==> src/sstf_pkg.sv <==
// Shared types, constants and helpers of the SSTF disk request scheduler.
`default_nettype none

package sstf_pkg;

   localparam int TABLE_DEPTH = 256;
   localparam int CYL_BITS    = 16;
   localparam int TIME_BITS   = 32;
   localparam int IDX_BITS    = (TABLE_DEPTH > 1) ? $clog2(TABLE_DEPTH) : 1;
   localparam int CNT_BITS    = $clog2(TABLE_DEPTH + 1);

   localparam logic [TIME_BITS-1:0] TIME_MAX = {TIME_BITS{1'b1}};

   typedef enum logic [1:0] {
      CMD_LOAD  = 2'd0,
      CMD_STEP  = 2'd1,
      CMD_CLEAR = 2'd2
   } cmd_type;

   typedef enum logic [2:0] {
      OUT_SERVED   = 3'd0,
      OUT_IDLE     = 3'd1,
      OUT_LOADED   = 3'd2,
      OUT_FULL     = 3'd3,
      OUT_CLEARED  = 3'd4
   } outcome_type;

   // Record that travels down the cell row during one scan.
   typedef struct packed {
      logic                active;
      logic                is_load;
      logic                hit;
      logic [CYL_BITS-1:0] seek;
      logic [CYL_BITS-1:0] cyl;
      logic [IDX_BITS-1:0] idx;
   } rec_type;

   // Values the controller presents to every cell at once.
   typedef struct packed {
      logic [CYL_BITS-1:0]  head;
      logic [TIME_BITS-1:0] sim_time;
      logic [TIME_BITS-1:0] load_arrival;
      logic [CYL_BITS-1:0]  load_cyl;
      logic                 clear_all;
      logic                 free_strobe;
      logic [IDX_BITS-1:0]  free_idx;
   } bus_type;

   function automatic logic [TIME_BITS-1:0] time_add_sat(
      input logic [TIME_BITS-1:0] t,
      input logic [TIME_BITS-1:0] d
   );
      logic [TIME_BITS:0] s;
      s = {1'b0, t} + {1'b0, d};
      return s[TIME_BITS] ? TIME_MAX : s[TIME_BITS-1:0];
   endfunction

endpackage

`default_nettype wire

==> src/sstf_ctrl.sv <==
// Command sequencer, scheduler state and result register of the scheduler.
`default_nettype none

module sstf_ctrl (
   input  wire                              clock,
   input  wire                              reset,
   input  wire                              req_valid,
   output logic                             req_ready,
   input  wire  [1:0]                       req_cmd,
   input  wire  [31:0]                      req_arrival_time,
   input  wire  [15:0]                      req_cylinder,
   output logic                             rsp_valid,
   input  wire                              rsp_ready,
   output logic [2:0]                       rsp_outcome,
   output logic [15:0]                      rsp_served_cylinder,
   output logic [15:0]                      rsp_seek_distance,
   output logic [31:0]                      rsp_current_time,
   output logic [8:0]                       rsp_pending_left,
   input  wire                              csr_write_enable,
   input  wire  [15:0]                      csr_write_data,
   output sstf_pkg::rec_type                head_rec,
   input  wire  sstf_pkg::rec_type          tail_rec,
   output sstf_pkg::bus_type                bus
);
   import sstf_pkg::*;

   typedef enum logic [1:0] {
      ST_IDLE,
      ST_SCAN,
      ST_FINISH
   } state_type;

   state_type            state_ff;
   cmd_type              cmd_ff;
   logic [TIME_BITS-1:0] arrival_ff;
   logic [CYL_BITS-1:0]  cyl_ff;
   logic                 inject_ff;
   rec_type              result_ff;

   logic [CYL_BITS-1:0]  head_ff, head_in;
   logic [TIME_BITS-1:0] time_ff, time_in;
   logic [CNT_BITS-1:0]  count_ff, count_in;
   logic                 started_ff, started_in;
   logic [15:0]          start_head_ff;

   logic                 rsp_valid_ff;
   logic [2:0]           outcome_ff, outcome_in;
   logic [15:0]          served_ff, served_in;
   logic [15:0]          seek_ff, seek_in;

   logic                 accept, finish_fire, table_full, clear_all, free_strobe;
   logic                 start_scan;
   cmd_type              req_cmd_t;

   assign req_ready   = (state_ff == ST_IDLE);
   assign accept      = req_valid && req_ready;
   assign req_cmd_t   = cmd_type'(req_cmd);
   assign finish_fire = (state_ff == ST_FINISH) && (!rsp_valid_ff || rsp_ready);
   assign table_full  = (count_ff >= CNT_BITS'(TABLE_DEPTH));
   assign start_scan  = accept && (req_cmd_t == CMD_STEP ||
                                   (req_cmd_t == CMD_LOAD && !table_full));

   always_comb begin
      head_in     = head_ff;
      time_in     = time_ff;
      count_in    = count_ff;
      started_in  = started_ff;
      outcome_in  = OUT_IDLE;
      served_in   = '0;
      seek_in     = '0;
      clear_all   = 1'b0;
      free_strobe = 1'b0;
      case (cmd_ff)
         CMD_LOAD: begin
            if (table_full) begin
               outcome_in = OUT_FULL;
            end else begin
               outcome_in = OUT_LOADED;
               count_in   = count_ff + CNT_BITS'(1);
               if (!started_ff) begin
                  time_in    = arrival_ff;
                  started_in = 1'b1;
               end
            end
         end
         CMD_STEP: begin
            if (result_ff.hit) begin
               outcome_in  = OUT_SERVED;
               served_in   = 16'(result_ff.cyl);
               seek_in     = (32'(result_ff.seek) > 32'hFFFF) ? 16'hFFFF
                                                             : 16'(result_ff.seek);
               time_in     = time_add_sat(time_ff, TIME_BITS'(result_ff.seek));
               head_in     = result_ff.cyl;
               count_in    = count_ff - CNT_BITS'(1);
               free_strobe = finish_fire;
            end else begin
               outcome_in = OUT_IDLE;
               time_in    = time_add_sat(time_ff, TIME_BITS'(1));
            end
         end
         CMD_CLEAR: begin
            outcome_in = OUT_CLEARED;
            count_in   = '0;
            time_in    = '0;
            started_in = 1'b0;
            head_in    = CYL_BITS'(start_head_ff);
            clear_all  = finish_fire;
         end
         default: begin
            outcome_in = OUT_IDLE;
         end
      endcase
   end

   always_ff @(posedge clock) begin
      if (reset) begin
         state_ff      <= ST_IDLE;
         inject_ff     <= 1'b0;
         head_ff       <= '0;
         time_ff       <= '0;
         count_ff      <= '0;
         started_ff    <= 1'b0;
         start_head_ff <= '0;
         rsp_valid_ff  <= 1'b0;
      end else begin
         inject_ff <= start_scan;
         if (csr_write_enable) begin
            start_head_ff <= csr_write_data;
         end
         if (finish_fire) begin
            rsp_valid_ff <= 1'b1;
         end else if (rsp_valid_ff && rsp_ready) begin
            rsp_valid_ff <= 1'b0;
         end
         case (state_ff)
            ST_IDLE: begin
               if (start_scan) begin
                  state_ff <= ST_SCAN;
               end else if (accept &&
                            (req_cmd_t == CMD_LOAD || req_cmd_t == CMD_CLEAR)) begin
                  state_ff <= ST_FINISH;
               end
            end
            ST_SCAN: begin
               if (tail_rec.active) begin
                  state_ff <= ST_FINISH;
               end
            end
            ST_FINISH: begin
               if (finish_fire) begin
                  head_ff    <= head_in;
                  time_ff    <= time_in;
                  count_ff   <= count_in;
                  started_ff <= started_in;
                  outcome_ff <= outcome_in;
                  served_ff  <= served_in;
                  seek_ff    <= seek_in;
                  state_ff   <= ST_IDLE;
               end
            end
            default: begin
               state_ff <= ST_IDLE;
            end
         endcase
      end
   end

   always_ff @(posedge clock) begin
      if (accept) begin
         cmd_ff     <= req_cmd_t;
         arrival_ff <= req_arrival_time;
         cyl_ff     <= CYL_BITS'(req_cylinder);
      end
      if (state_ff == ST_SCAN && tail_rec.active) begin
         result_ff <= tail_rec;
      end
   end

   always_comb begin
      head_rec         = '0;
      head_rec.active  = inject_ff;
      head_rec.is_load = (cmd_ff == CMD_LOAD);

      bus.head         = head_ff;
      bus.sim_time     = time_ff;
      bus.load_arrival = arrival_ff;
      bus.load_cyl     = cyl_ff;
      bus.clear_all    = clear_all;
      bus.free_strobe  = free_strobe;
      bus.free_idx     = result_ff.idx;
   end

   assign rsp_valid           = rsp_valid_ff;
   assign rsp_outcome         = outcome_ff;
   assign rsp_served_cylinder = served_ff;
   assign rsp_seek_distance   = seek_ff;
   assign rsp_current_time    = time_ff;
   assign rsp_pending_left    = 9'(count_ff);

endmodule

`default_nettype wire

==> config.mk <==
export PLATFORM = sky130hd
export DESIGN_NAME = sstf_ctrl
export DESIGN_NICKNAME = d
export VERILOG_FILES = /design/src/sstf_pkg.sv /design/src/sstf_ctrl.sv
export SDC_FILE = /design/constraint.sdc
export NUM_CORES = 1
export LEC_CHECK = 0
export BUFFER_PORTS_ARGS = -buffer_cell sky130_fd_sc_hd__clkbuf_2
export CORE_MARGIN = 2
export CORE_UTILIZATION = 51
export CTS_CLUSTER_DIAMETER = 150
export DETAILED_ROUTE_END_ITERATION = 16
export HOLD_SLACK_MARGIN = 0.1
export PLACE_DENSITY_LB_ADDON = 0.1
export SLEW_MARGIN = 10
export SYNTH_ARGS = -nofsm -noshare
export SYNTH_HDL_FRONTEND = slang
export SYNTH_SLANG_ARGS = --single-unit
==> constraint.sdc <==
create_clock -name clock -period 3 [get_ports clock]
set_input_delay 0.15 -clock clock [delete_from_list [all_inputs] [get_ports clock]]
set_output_delay 0.15 -clock clock [all_outputs]
set_load 0.05 [all_outputs]
Yosys cells after proc, flatten, opt, wreduce, memory -nomap -nowiden

Cells that the tools add are included.

Output and inout port bits: 227
Flip-flop bits (word level): 204

Equality and inequality tests: 12
Reduce and logical (&&, ||, !) cells: 26
Bitwise logic cells: 1
Mux-type cells: 26
Add/sub/neg operators: 4
Order comparisons: 1

Operator list:

| cell                                                                | count |
|---|---|
| 32-bit 2-to-1 mux                                                   | 5 |
| 32-bit case mux with 3 select lines                                 | 1 |
| 32-bit by 1-bit adder with 33-bit output (second input constant)    | 1 |
| 32-bit by 16-bit adder with 33-bit output                           | 1 |
| 16-bit case mux with 2 select lines                                 | 1 |
| 9-bit case mux with 3 select lines                                  | 1 |
| 9-bit 2-to-1 mux                                                    | 2 |
| 16-bit 2-to-1 mux                                                   | 1 |
| 2-bit inequality test (second input constant)                       | 5 |
| 5-bit AND reduction                                                 | 2 |
| 9-bit by 1-bit adder with 9-bit output (second input constant)      | 1 |
| 9-bit greater-or-equal comparator (second input constant)           | 1 |
| 3-bit case mux with 3 select lines                                  | 1 |
| 9-bit by 1-bit subtractor with 9-bit output (second input constant) | 1 |
| 1-bit 2-to-1 mux                                                    | 8 |
| 2-bit 2-to-1 mux                                                    | 4 |
| 4-bit AND reduction                                                 | 2 |
| 1-bit logical AND                                                   | 7 |
| 2-bit by 1-bit == test with 1-bit output (second input constant)    | 3 |
| 2-bit == test (second input constant)                               | 3 |
| 2-bit zero test                                                     | 3 |
| 2-bit case mux with 3 select lines                                  | 1 |
| 3-bit AND reduction                                                 | 2 |
| 2-bit nonzero test                                                  | 3 |
| other kinds (7)                                                     | 10 |

Longest topological paths before layout

Depth in word-level cells: 7
Mapped depth: 11
Depth with buffers taken out: 11

Least setup slack after synthesis

OpenSTA, ideal clock, no wires.

Path kind: register -> register
Start point: reg state_ff[1]
End point: reg state_ff[1]
Setup slack: -0.009 ns
Setup time: 0.128 ns
Stages on the path, launching flop included: 6
Arrival: 2.881 ns
Data required time: 2.872 ns
Cell sequence: dfxtp_1 -> nor2_1 -> and2_1 -> nand2_1 -> a32oi_1 -> nor2_1

Longest elaborated chain between the ends: 5
Elaborated cells on any way between the ends: 13
Classes of those cells: 5 x eq/ne; 2 x mux; 6 x reduce/logical

RTL lines:

| element                                                                                                      | line                              | source |
|---|---|---|
| start, declared                                                                                              | sstf_ctrl.sv:33                   | `state_type state_ff;` |
| start signal, assigned                                                                                       | sstf_ctrl.sv:117                  | `state_ff <= ST_IDLE;` |
| start signal, assigned                                                                                       | sstf_ctrl.sv:138                  | `state_ff <= ST_SCAN;` |
| start signal, assigned                                                                                       | sstf_ctrl.sv:141                  | `state_ff <= ST_FINISH;` |
| 2-bit zero test *                                                                                            | sstf_ctrl.sv:55                   | `assign req_ready = (state_ff == ST_IDLE);` |
| net req_ready                                                                                                | sstf_ctrl.sv:8                    | `output logic req_ready,` |
| 1-bit logical AND *                                                                                          | sstf_ctrl.sv:56                   | `assign accept = req_valid && req_ready;` |
| net accept                                                                                                   | sstf_ctrl.sv:51                   | `logic accept, finish_fire, table_full, clear_all, free_strobe;` |
| 1-bit logical AND (on tied branches)                                                                         | sstf_ctrl.sv:60, sstf_ctrl.sv:139 |  |
| 3-bit by 1-bit inequality test with 1-bit output (no source line) / 2-bit 2-to-1 mux (equally long branches) | -                                 |  |
| 3-bit AND reduction (no source line) / 2-bit case mux with 3 select lines (equally long branches)            | -                                 |  |

The timed path passes the listed nets; every way through them passes the cells marked *.
A chain may end at the register's enable or synchronous reset.

Final worst setup path

Start point: reg result_ff[28] (netlist name)
End point: reg time_ff[31] (netlist: rsp_current_time[31])

Longest elaborated chain between the ends: 4

RTL lines:

| element                                   | line             | source |
|---|---|---|
| start, declared                           | sstf_ctrl.sv:38  | `rec_type result_ff;` |
| start signal, assigned                    | sstf_ctrl.sv:175 | `result_ff <= tail_rec;` |
| 32-bit by 16-bit adder with 33-bit output | sstf_pkg.sv:54   | `s = {1'b0, t} + {1'b0, d};` |
| 32-bit 2-to-1 mux                         | sstf_pkg.sv:55   | `return s[TIME_BITS] ? TIME_MAX : s[TIME_BITS-1:0];` |
| 32-bit 2-to-1 mux                         | sstf_ctrl.sv:87  | `if (result_ff.hit) begin` |
| 32-bit case mux with 3 select lines       | sstf_ctrl.sv:73  | `case (cmd_ff)` |
| end signal, assigned                      | sstf_ctrl.sv:152 | `time_ff <= time_in;` |
| end, declared                             | sstf_ctrl.sv:41  | `logic [TIME_BITS-1:0] time_ff, time_in;` |

Every way passes these cells.

==> metrics <==
run status=finished clean; post-synthesis adder-cell area fraction=0.0372; Pre-antenna DRT Iters=7; cts bufs inserted=24; crit path launch=result_ff[28]$_DFFE_PP_; TNS Setup=0 ps; DIE HEIGHT=147 um; Max clock buf depth=3; Seq/Total Area, Yosys=0.510; clock-pin slew on the worst setup and hold paths=60 ps; Design Area, Final=13,900 um2; critical path's slowest cell=a211oi_1; Placer Congestion=0.895; Worst Skew=18.7 ps; crit path cell chain=ha_1 > nand3_1 > o211ai_2 > nand3_1 > a211oi_1 > nor2_1 > mux2_2 > o311ai_1 > a31oi_1; Root Driver=clkbuf_16; r2r startpoint=result_ff[28]$_DFFE_PP_; GR Util All Layers=0.265; main combinational cell family by area after synthesis=simple AND/OR/NAND/NOR gates; final worst-path cycle share=0.931; pre-CTS setup slack=71.2 ps; maximum vdd ir drop=0.583 mV; Top FF cell, synth=edfxtp_1; port bufs=298; CTS tree=yes; RSZ-0062 raised after global routing=false; Yosys cell types=83; Power Total=7.62 mW; Max Cap Violations=0; leakage=6.08 nW; setup bufs post-CTS=0; vias in the first global route=8,767; hold path start=reset; setup violators final=0; #FFs+latches synth=204; final hold vios=0; fin nets=1,532; Hold WC Path Type=input port to flip-flop; Initial Util=0.518; worst path required time=3400 ps; clock sink count=204; # IOs=341; first-pass GRT wire length=46,100 um; clk_lat worst skew=510 ps; DP Area=12,000 um2; final slew viol count=0; fin cells=1,676; CP max stage delay=500 ps; post-synth top area share=0.361; Syn Inst Count=996; area occupied by registers=5350 um2; core area=20,200 um2; worst setup margin=207 ps; post-DR vias/cell=5.39; initial antenna violation count=0; cell mode on critical path=nand3_1; Crit. End Element=flip-flop; synth warn=0; FP Rows=52; Least-Margin Pin Slew=777 ps; netlist area before placement=10,500 um2; die width=147 um; H-tree Lvls=1; Critical Path Source Type=flip-flop; simple logic cell fraction of the synthesized area=0.149; top post-synthesis cells by area=edfxtp_1, dfxtp_1, buf_4; hpwl dp=20,400 um; crit path time final=2790 ps; multi-input logic area=4360 um2; DP Cell Count=1,523; antenna cells=0; GR Overflow Total=0; final wirelength=29,800 um; starting DRC count in detailed routing=493; async set-reset flop share out of synthesis=0; Die ar.=21,700 um2; Vias=9,040; largest net degree at the start of global routing=42; Post-DRT Antenna Nets=0; P&R area growth vs syn=33.0%; Avg Inst Size Synth=10.5 um2; Synth area leader=edfxtp_1; Util after Layout=0.689; Post-Synth XOR/XNOR Area=0.0359; # fillers=1,556; worst hold slack=172 ps; count leader, synth=edfxtp_1; Max FO, Critical Path=5; mux contribution to synthesized area=0.0338; pwr/cell area=547 nW/um2; wire per inst=17.8 um; Worst EP arrival=3190 ps; share of cells above drive strength 1=0.301; Synth top cells by count=edfxtp_1, nor2_1, buf_4, dfxtp_1, nand2_1; Fmax=358 MHz; Setup CP Type=flip-flop to flip-flop; Compound-Gate Fraction of Synth Area=0.142; DRC Markers=0; Post-synth EDFFs=126; Slew headroom=0.482
==> layout by cell type (no fill, tap or decap), types with 32 or more instances in the layout <==
master	n
o21ai_0	46
dfxtp_1	78
dlygate4sd3_1	109
clkbuf_2	298
nand2_1	51
a21oi_1	49
and3_1	38
nor2_1	101
conb_1	41
buf_4	54
edfxtp_1	126
mux2i_1	32
==> layout make-up <==
class,instances,area share
timing repair buffer,461,0.214
multi-input combinational,667,0.313
clock buffer,37,0.0510
sequential,204,0.383
tap,270,0.0242
clock inverter,7,0.00610
inverter,30,0.00808
==> power breakdown <==
part / internal [mW] / leakage [nW] / switching [mW]
clock network: 1.79 / 0.386 / 1.12
registers: 3.12 / 1.83 / 0.0894
logic: 0.447 / 3.86 / 1.05
total: 5.36 / 6.08 / 2.25
==> layer usage <==
layer	share of wire	routed length [um]	global-route usage
met2	0.49	14700	0.459
met5	0	0	0
met4	0.031	911	0.0808
met3	0.066	1960	0.0463
met1	0.41	12300	0.342
==> timing repair <==
item,in CTS,in global routing
endpoints found under the hold margin,111,0
gates resized for setup,0,3
endpoints found under the setup margin,0,11
hold buffers,109,0
==> sequential cells by signal (all words and copies together) (netlist names) <==
register and cells:
result_ff 33, arrival_ff 32, rsp_current_time 32, cyl_ff 16
head_ff 16, rsp_seek_distance 16, rsp_served_cylinder 16, start_head_ff 16
rsp_pending_left 9, bus 8, rsp_outcome 3, cmd_ff 2
state_ff 2, inject_ff 1, rsp_valid 1, started_ff 1
==> worst paths after layout <==
check | slack [ps] | to | cells after the start
max | 210 | rsp_current_time[31]$_SDFFE_PP0P_ | 9
min | 170 | rsp_pending_left[6]$_SDFFE_PP0P_ | 2
max reg2reg | 210 | rsp_current_time[31]$_SDFFE_PP0P_ | 9
min reg2reg | 500 | start_head_ff[8]$_SDFFE_PP0P_ | 2
==> cells by family (layout without fill, tap and decap cells) <==
logic type / after synthesis / after routing
XOR/XNOR: 43 / 43
adder cells (fa/ha/maj): 30 / 30
AND/OR/NAND/NOR: 298 / 298
other: 1 / 41
AO/OA/AOI/OAI: 220 / 220
multiplexers: 35 / 35
buffers and inverters: 165 / 535
flip-flops: 204 / 204
==> critical path, delay by kind of cell (launching register included) <==
| kind | cells | cell delay [ps] |
|---|---|---|
| muxes | 1 | 290 |
| AOI/OAI and AO/OA | 4 | 1080 |
| DFF | 1 | 410 |
| and+or+nand+nor | 3 | 490 |
| adders and majority gates | 1 | 390 |
Power figures use the tool's default switching activity.
