<file path="config.mk">
export PLATFORM = sky130hd
export DESIGN_NAME = sstf_cell
export DESIGN_NICKNAME = d
export VERILOG_FILES = /design/src/sstf_pkg.sv /design/src/sstf_cell.sv
export SDC_FILE = /design/constraint.sdc
export NUM_CORES = 1
export LEC_CHECK = 0
export ABC_CLOCK_PERIOD_IN_PS = 7960
export BUFFER_PORTS_ARGS = -buffer_cell sky130_fd_sc_hd__buf_2
export CORE_AREA = 2 2 121 123
export DETAILED_ROUTE_END_ITERATION = 16
export DIE_AREA = 0 0 123 125
export HOLD_SLACK_MARGIN = 0.05
export PLACE_DENSITY = 0.73
export SLEW_MARGIN = 20
export SYNTH_ARGS = -nofsm -noshare
export SYNTH_HDL_FRONTEND = slang
export SYNTH_SLANG_ARGS = --single-unit
</file>
<file path="constraint.sdc">
create_clock -name clock -period 7.96 [get_ports clock]
set_clock_uncertainty 0.2 [all_clocks]
set_input_delay 0.796 -clock clock [delete_from_list [all_inputs] [get_ports clock]]
set_output_delay 0.796 -clock clock [all_outputs]
set_load 0.02 [all_outputs]
</file>
<file path="src/sstf_pkg.sv">
// Shared types, constants and helpers of the SSTF disk request scheduler.
`default_nettype none

package sstf_pkg;

   localparam int TABLE_DEPTH = 256;
   localparam int CYL_BITS    = 16;
   localparam int TIME_BITS   = 32;
   localparam int IDX_BITS    = (TABLE_DEPTH > 1) ? $clog2(TABLE_DEPTH) : 1;
   localparam int CNT_BITS    = $clog2(TABLE_DEPTH + 1);

   localparam logic [TIME_BITS-1:0] TIME_MAX = {TIME_BITS{1'b1}};

   typedef enum logic [1:0] {
      CMD_LOAD  = 2'd0,
      CMD_STEP  = 2'd1,
      CMD_CLEAR = 2'd2
   } cmd_type;

   typedef enum logic [2:0] {
      OUT_SERVED   = 3'd0,
      OUT_IDLE     = 3'd1,
      OUT_LOADED   = 3'd2,
      OUT_FULL     = 3'd3,
      OUT_CLEARED  = 3'd4
   } outcome_type;

   // Record that travels down the cell row during one scan.
   typedef struct packed {
      logic                active;
      logic                is_load;
      logic                hit;
      logic [CYL_BITS-1:0] seek;
      logic [CYL_BITS-1:0] cyl;
      logic [IDX_BITS-1:0] idx;
   } rec_type;

   // Values the controller presents to every cell at once.
   typedef struct packed {
      logic [CYL_BITS-1:0]  head;
      logic [TIME_BITS-1:0] sim_time;
      logic [TIME_BITS-1:0] load_arrival;
      logic [CYL_BITS-1:0]  load_cyl;
      logic                 clear_all;
      logic                 free_strobe;
      logic [IDX_BITS-1:0]  free_idx;
   } bus_type;

   function automatic logic [TIME_BITS-1:0] time_add_sat(
      input logic [TIME_BITS-1:0] t,
      input logic [TIME_BITS-1:0] d
   );
      logic [TIME_BITS:0] s;
      s = {1'b0, t} + {1'b0, d};
      return s[TIME_BITS] ? TIME_MAX : s[TIME_BITS-1:0];
   endfunction

endpackage

`default_nettype wire

</file>
<file path="src/sstf_cell.sv">
// One table slot of the scheduler row, with its stage of the scan record.
`default_nettype none

module sstf_cell (
   input  wire                              clock,
   input  wire                              reset,
   input  wire  [sstf_pkg::IDX_BITS-1:0]    cell_idx,
   input  wire  sstf_pkg::bus_type          bus,
   input  wire  sstf_pkg::rec_type          up_rec,
   output sstf_pkg::rec_type                down_rec
);
   import sstf_pkg::*;

   logic                 valid_ff, valid_in;
   logic [TIME_BITS-1:0] arrival_ff;
   logic [CYL_BITS-1:0]  cyl_ff;
   rec_type              rec_ff, rec_in;

   logic                 eligible, take, place;
   logic [CYL_BITS-1:0]  seek;

   always_comb begin
      eligible = valid_ff && (arrival_ff <= bus.sim_time);
      seek     = (cyl_ff >= bus.head) ? (cyl_ff - bus.head) : (bus.head - cyl_ff);
      take     = up_rec.active && !up_rec.is_load && eligible &&
                 (!up_rec.hit || (seek < up_rec.seek));
      place    = up_rec.active && up_rec.is_load && !valid_ff && !up_rec.hit;

      rec_in = up_rec;
      if (take) begin
         rec_in.hit  = 1'b1;
         rec_in.seek = seek;
         rec_in.cyl  = cyl_ff;
         rec_in.idx  = cell_idx;
      end else if (place) begin
         rec_in.hit = 1'b1;
         rec_in.idx = cell_idx;
      end

      valid_in = valid_ff;
      if (bus.clear_all) begin
         valid_in = 1'b0;
      end else if (bus.free_strobe && (bus.free_idx == cell_idx)) begin
         valid_in = 1'b0;
      end else if (place) begin
         valid_in = 1'b1;
      end
   end

   always_ff @(posedge clock) begin
      if (reset) begin
         valid_ff      <= 1'b0;
         rec_ff.active <= 1'b0;
      end else begin
         valid_ff <= valid_in;
         rec_ff   <= rec_in;
      end
   end

   always_ff @(posedge clock) begin
      if (place) begin
         arrival_ff <= bus.load_arrival;
         cyl_ff     <= bus.load_cyl;
      end
   end

   assign down_rec = rec_ff;

endmodule

`default_nettype wire

</file>
# Word level (Yosys, flattened, before mapping)
# Index checks and enable logic that the tools add are counted.
# classes
bitwise	0
mul	0
n_eq_ne	1
div	0
n_shift	0
n_reduce_logical	14
n_addsub	2
n_lt_le_gt_ge	3
mux	4
# ops
cell	count
<= comparator 32 bit	1
2-to-1 mux 32 bit	1
subtractor 16 bit	2
greater-or-equal comparator 16 bit	1
less-than comparator 16 bit	1
2-to-1 mux 16 bit	1
2-to-1 mux 8 bit	2
equality test 8 bit	1
logical AND 1 bit	8
zero test 1 bit	3
OR reduction 3 bit	1
OR reduction 2 bit	1
logical OR 1 bit	1
# word_totals
romBits	0
memories	0
inputBits	159
word_cells	33
latch_bits	0
register_bits	92
ram_bits	0
out_inout_bits	43

# Longest topological paths before layout
# Gate-level depths: netlist of the first run.
# depth
word_depth	6
mapped_depth	24
ltp_nobuf	20

# Worst setup path after synthesis of the first run
# Ideal clock, no wire load.
# synth_timing
path_kind	input port to flip-flop
from	input port bus[98] (netlist name)
to	register rec_ff, in the netlist down_rec[0], data pin
n_path_buf	4
stages	22
required_ns	7.500
setup_slack_ns	2.555
setup_time_ns	0.260
t_arrival_ns	4.944
path_cell_list	inv_1 ha_1 buf_2 nand4_1 nor3_2 o21ai_1 a31oi_4 buf_4 mux2i_1 o211ai_1 xor2_1 ha_1 a21o_1 a21oi_1 o21ai_0 a21oi_1 nor2_1 or4b_1 buf_2 nor2b_4 buf_6 mux2_4
# synth_lines
element	line_no	text
from (decl)	sstf_cell.sv:8	input wire sstf_pkg::bus_type bus,
to (signal assigned)	sstf_cell.sv:56	rec_ff <= rec_in;
to (decl)	sstf_cell.sv:17	rec_type rec_ff, rec_in;

==> impl_metrics.tcl, run 1 <==
set metrics [dict create \
    final-setup-viol-count 0 \
    ant_nets 0 \
    finish.utilization_pct 53.54 \
    synthMuxAreaShare_pct 6.000 \
    fp.dieW_microns 123 \
    r2r-end "down_rec[0]" \
    postSynth.asyncResetShare_pct 0 \
    post-synth-top-area-fraction_pct 43.79 \
    maximum_count_of_clock_buffers_along_a_single_path 2 \
    dp_hpwl_microns 10910 \
    slew_worst_pin_ns 0.9105 \
    routed_via_density 4.953 \
    grt_start_max_net_pins 54 \
    post_synth_fa_ha_maj_area_fraction_pct 16.46 \
    globalRouteOverflowTotal 0 \
    synth.top_cells.by_count "90 x edfxtp_1, 84 x inv_1, 78 x ha_1" \
    finalCriticalPeriod_ns 5.966 \
    areaGrowthSynthToFinish_pct 23.21 \
    layout-drive-gt1-share_pct 31.25 \
    placed_cells 952 \
    crit_path_end_kind "flop" \
    grt_pass1_wl_microns 22160 \
    cts_tree "built" \
    total_number_of_vias 4804 \
    setup.worst_path.end "down_rec[0]" \
    cellLeakagePower_uw 0.003688 \
    insertion_delay_ns 0.35 \
    grt_setup_unrepaired "no" \
    synth_compound_gate_area_share_pct 13.64 \
    avgSynthCellArea_sq_um 10.53 \
    cts_post_setup_buffers_inserted 0 \
    fp.coreArea_sq_mm 0.01420 \
    rrSetupSlack_ns 2.15 \
    final_hold_viol_count 0 \
    cts-buffers-inserted 9 \
    layout.filler_cells 1322 \
    count_of_yosys_warnings_during_synthesis 0 \
    synth.ff_latch_count 92 \
    outcome "finished clean" \
    routedWlPerCell_microns 14.16 \
    synthXorXnorAreaFrac_pct 2.980 \
    critPathArrivalTime_ns 5.87 \
    htree_levels 3 \
    route.detailed.drc 0 \
    timing_worst_setup_path_type "in2reg" \
    drt-initial-drc-count 179 \
    worst-r2r-cell-count 17 \
    synth_simple_gate_area_share_pct 9.609 \
    power_density_mw_per_mm2 163.3 \
    timing.critical_path.from "bus[99]" \
    cp_max_fo 53 \
    drv_cap 0 \
    timing.setup.tns_ns 0 \
    rr_startpoint "cyl_ff[9]" \
    die-area_sq_mm 0.01538 \
    holdWs_ns 0.3894 \
    number_of_search_and_repair_iterations_in_the_first_detailed_routing_pass 4 \
    dominant_combinational_cell_family_by_area_after_synthesis "adder cells" \
    start_util_pct 43.45 \
    ys_types 53 \
    max-vdd-ir-drop_uv 89.82 \
    syn-instance-count 586 \
    ctsRootBufferMaster "clkbuf_16" \
    clock_sink_count 92 \
    hold_path_class "reg2reg" \
    synthMostInstantiatedCell "edfxtp_1" \
    final.period_utilization_pct 74.96 \
    net_count_after_synthesis 825 \
    post_cts_resize_count 0 \
    row_count 44 \
    gp_congestion 0.9295 \
    maxClockFrequency_mhz 167.6 \
    io-pin-count 202 \
    num-nets-final 1018 \
    slew-limit-headroom_pct 39.21 \
    postCtsHoldBufs 0 \
    number_of_antenna_violations_at_the_first_check_in_global_routing 3 \
    clk_transition_reported_paths_ns 0.06 \
    synth.area.top_cells "edfxtp_1 44%, ha_1 16%, inv_1 5.1%" \
    yosysSeqAreaShare_pct 44.44 \
    via_count_of_the_first_global_routing_pass 4836 \
    startpoint_class_of_the_critical_path "input port" \
    mappedNetlistArea_sq_mm 0.006172 \
    port_buffer_cells 201 \
    cell_type_with_the_highest_aggregate_area_in_the_netlist "edfxtp_1" \
    die-height_microns 125 \
    gr-usage-all-layers_pct 18.49 \
    synthFlopType "edfxtp_1" \
    instances_no_fill 970 \
    synth-edff-count 90 \
    critPathRequiredTime_ns 7.87 \
    totalWireLength_microns 13730 \
    maxSlewViolCount 0 \
]
## cell families after synthesis
| kind of cell | count (synthesis) |
|---|---|
| compound gates | 137 |
| buf+inv | 104 |
| flops | 92 |
| fa+ha+maj | 80 |
| xor+xnor | 21 |
| simple gates | 121 |
| mux | 31 |
## layer usage
metal  wire length, microns  part of all wire [%]  GRT usage, %
met1                   5809                    42         22.23
met2                   6387                    47         30.58
met3                   1272                   9.3         6.159
met4                    241                   1.8         6.952
met5                     23                  0.17             0
## critical path: stages
cell and delay [ns]:
buf_2 0.09, inv_1 0.04, ha_1 0.48, nand4_1 0.23, nor3_2 0.28, o21ai_1 0.14, a31oi_4 0.65, mux2_2 0.42
a211o_1 0.24, xor2_1 0.16, ha_1 0.28, and3_1 0.16, nand3_1 0.09, nor2_1 0.07, a211oi_1 0.23, nand2_1 0.08
or4b_4 0.80, nor2b_4 0.28, mux2_4 0.34
## through the flow
| stage | cell area [sq um] | worst slack [ns] | total power (uW) |
|---|---|---|---|
| after global placement | 7312 | 1.370 | 835.9 |
| after CTS | 7596 | 1.606 | 1257 |
| after detailed placement | 7312 | 1.243 | 839.1 |
| final | 7605 | 1.994 | 1242 |
| after global routing | 7600 | 1.504 | 1312 |
| after floorplan | 6172 | 2.555 | 749.2 |
## sequential cells by signal, summed over array words and instances (netlist names)
signal	flops
arrival_ff	32
valid_ff	1
down_rec	43
cyl_ff	16
## power breakdown
group	internal, uW	switching, uW	total [uW]
clock network	240	174	413
logic	120	148	267
registers	556	5.30	561
total	916	327	1240
## cell type report
cell class / instances / area [sq um] / share of cell area [%]
multi-input combinational: 390 / 3014 / 39.63
inverter: 84 / 315.3 / 4.146
antenna: 2 / 5.005 / 0.06581
clock buffer: 10 / 229.0 / 3.011
sequential: 92 / 2743 / 36.06
tap: 184 / 230.2 / 3.027
clock inverter: 6 / 55.05 / 0.7239
timing repair buffer: 202 / 1013 / 13.33
## cell usage in the layout (no fill, tap or decap), types with 3 or more instances in the layout
cell and instances:
buf_2 201, edfxtp_1 90, inv_1 83, ha_1 78, nand2_1 47, a21oi_1 46
o21ai_0 37, nor2_1 25, a21o_1 21, mux2_2 16, xnor2_1 14, nand4_1 12
nand3_1 9, clkbuf_16 9, mux2_4 8, nor2b_1 7, mux2i_1 7, xor2_1 7
o211ai_1 5, o21bai_1 4, nand2b_1 4, nor4_1 4, a31oi_1 3, o31ai_1 3
a211oi_1 3, clkinv_1 3
## worst min-delay path by stage
stage                    start             to  slack, ns  cells after the start
finish                valid_ff       valid_ff       0.39                      2
global route           bus[35]  arrival_ff[9]       0.40                      1
CTS                   valid_ff       valid_ff       0.40                      2
detailed placement    valid_ff       valid_ff       0.38                      2
global placement    cyl_ff[15]   down_rec[23]       0.38                      1
floorplan             valid_ff       valid_ff       0.33                      2
(Power assumes the default switching activity.)
==> inputs of run 2 (changes only) <==
--- a/config.mk
+++ b/config.mk
@@ -5,13 +5,13 @@
 export SDC_FILE = /design/constraint.sdc
 export NUM_CORES = 1
 export LEC_CHECK = 0
-export ABC_CLOCK_PERIOD_IN_PS = 7960
+export ABC_CLOCK_PERIOD_IN_PS = 5280
 export BUFFER_PORTS_ARGS = -buffer_cell sky130_fd_sc_hd__buf_2
 export CORE_AREA = 2 2 121 123
 export DETAILED_ROUTE_END_ITERATION = 16
 export DIE_AREA = 0 0 123 125
 export HOLD_SLACK_MARGIN = 0.05
-export PLACE_DENSITY = 0.73
+export PLACE_DENSITY = 0.76
 export SLEW_MARGIN = 20
 export SYNTH_ARGS = -nofsm -noshare
 export SYNTH_HDL_FRONTEND = slang
==> constraint.sdc (replaced) <==
create_clock -name clock -period 5.28 [get_ports clock]
set_clock_uncertainty 0.2 [all_clocks]
set_input_delay 0.528 -clock clock [delete_from_list [all_inputs] [get_ports clock]]
set_output_delay 0.528 -clock clock [all_outputs]
set_load 0.02 [all_outputs]
==> impl_metrics.tcl, run 2 (synthesized netlist as in run 1, its figures left out) <==
set metrics [dict create \
    timing_worst_setup_path_type "reg2reg" \
    cts-buffers-inserted 9 \
    rr_startpoint "cyl_ff[0]" \
    diodes 0 \
    placed_cells 987 \
    min_delay_path_depth 1 \
    number_of_antenna_violations_at_the_first_check_in_global_routing 0 \
    grt_start_max_net_pins 51 \
    critPathRequiredTime_ns 5.17 \
    final-setup-viol-count 0 \
    die-area_sq_mm 0.01538 \
    layout_commonest_cell "buf_2" \
    layout.filler_cells 1257 \
    largest_register_ff_count 43 \
    cts_tree "built" \
    worst_hold_path.endpoint "arrival_ff[9]" \
    clk_transition_reported_paths_ns 0.06 \
    critPathSlowestCell "or4b_4" \
    finalCriticalPeriod_ns 4.961 \
    grt_setup_unrepaired "no" \
    routed_via_density 4.990 \
    post_cts_resize_count 0 \
    routed-wl-met3_microns 1271 \
    most-common-layout-cells "201 x buf_2, 90 x edfxtp_1, 83 x inv_1" \
    timing.critical_path.cells "inv_1 -> ha_1 -> inv_1 -> fa_1 -> a21oi_2 -> a21oi_1 -> o21ai_2 -> a31oi_4 -> buf_4 -> mux2i_1 -> a211o_1 -> xor2_2 -> ha_1 -> and3_1 -> nand3_1 -> nor2_1 -> a211oi_1 -> nand2_1 -> or4b_4 -> nor2b_4 -> mux2_4" \
    fp.dieW_microns 123 \
    htree_levels 3 \
    cts_post_setup_buffers_inserted 0 \
    fp.coreArea_sq_mm 0.01420 \
    routedLengthMet1_microns 5955 \
    via_count_of_the_first_global_routing_pass 5031 \
    maximum_count_of_clock_buffers_along_a_single_path 2 \
    finalInstanceArea_sq_mm 0.007890 \
    port_buffer_cells 201 \
    routedWlPerCell_microns 14.21 \
    route.detailed.drc 0 \
    gr-usage-all-layers_pct 18.93 \
    outcome "finished clean" \
    dp_hpwl_microns 11590 \
    hold_path_class "in2reg" \
    startpoint_class_of_the_critical_path "flop" \
    instances_no_fill 1003 \
    finish.utilization_pct 55.55 \
    cp_slowest_stage_delay_ns 0.56 \
    min-delay-start "bus[35]" \
    cellLeakagePower_uw 0.003868 \
    ctsRootBufferMaster "clkbuf_16" \
    dpl_cell_area_sq_mm 0.007600 \
    detailroute.wirelength.met2_microns 6745 \
    postCtsHoldBufs 0 \
    r2r-end "down_rec[1]" \
    num-nets-final 1054 \
    rrSetupSlack_ns 0.32 \
    maxClockFrequency_mhz 201.6 \
    slew-limit-headroom_pct 36.32 \
    worst-r2r-cell-count 21 \
    power_density_mw_per_mm2 234.4 \
    insertion_delay_ns 0.35 \
    total_number_of_vias 5005 \
    final_hold_viol_count 0 \
    row_count 44 \
    slew_worst_pin_ns 0.9538 \
    topRoutingLayerUsed "met4" \
    number_of_search_and_repair_iterations_in_the_first_detailed_routing_pass 4 \
    drt-initial-drc-count 113 \
    final.period_utilization_pct 93.96 \
    clock_sink_count 92 \
    grt_pass1_wl_microns 22750 \
    ant_nets 0 \
    cp_max_fo 5 \
    max-vdd-ir-drop_uv 140.9 \
    totalWireLength_microns 14250 \
    start_util_pct 43.45 \
    die-height_microns 125 \
    gp_congestion 0.9164 \
    critPathArrivalTime_ns 4.85 \
    footprint_of_the_multi_input_gates_sq_mm 0.003043 \
    io-pin-count 202 \
    drv_cap 0 \
    areaGrowthSynthToFinish_pct 27.83 \
    globalRouteOverflowTotal 0 \
    layout-drive-gt1-share_pct 34.55 \
    post-place-ws_ns -0.04977 \
    final-seq-area_sq_mm 0.002743 \
    crit_path_end_kind "flop" \
    post-route-worst-setup-slack_ns 0.3192 \
    maxSlewViolCount 0 \
]
## run 2: cell type report
| type | instances | share of cell area (%) |
|---|---|---|
| flip-flops and latches | 92 | 34.76 |
| repair buffers | 237 | 16.59 |
| clock inverters | 4 | 0.2220 |
| multi-input cells | 391 | 38.57 |
| clock buffers | 11 | 2.950 |
| well taps | 184 | 2.918 |
| inverters | 84 | 3.996 |
## run 2: per-layer routing
layer | track usage, % | vias up
li1 | - | 2547
met3 | 5.703 | 18
met5 | 0 | -
met1 | 22.00 | 2245
met4 | 6.885 | 0
met2 | 32.69 | 195
## run 2: worst max-delay path: cells and delay by family, from the launching register on
family | cells | cell delay, ns
compound gates | 6 | 1.16
simple gates | 6 | 1.13
fa+ha+maj | 3 | 0.83
mux | 2 | 0.48
flops | 1 | 0.39
buf+inv | 3 | 0.33
xor+xnor | 1 | 0.16
## run 2: worst max-delay path by stage
stage | from | end | depth (start not counted) | slack (ns)
after floorplan | bus[98] | down_rec[0] | 22 | 0.14
after global placement | bus[101] | down_rec[26] | 19 | 0.03
after detailed placement | bus[90] | down_rec[15] | 23 | -0.05
after CTS | cyl_ff[0] | down_rec[16] | 23 | 0.1
after global routing | cyl_ff[0] | down_rec[7] | 21 | 0.007
final | cyl_ff[0] | down_rec[1] | 21 | 0.32
## run 2: report_power, final
group	total, uW	switching (uW)	internal (uW)
clock network	563	252	311
logic	440	234	206
registers	847	7.95	839
## run 2: per-stage QoR
step / power [uW] / setup TNS (ns) / hold WS [ns]
after floorplan: 1129 / 0 / 0.3260
after global placement: 1291 / 0 / 0.3786
after detailed placement: 1299 / -0.6045 / 0.3735
after CTS: 1865 / 0 / 0.1383
after global routing: 1945 / 0 / 0.1395
final: 1850 / 0 / 0.1522
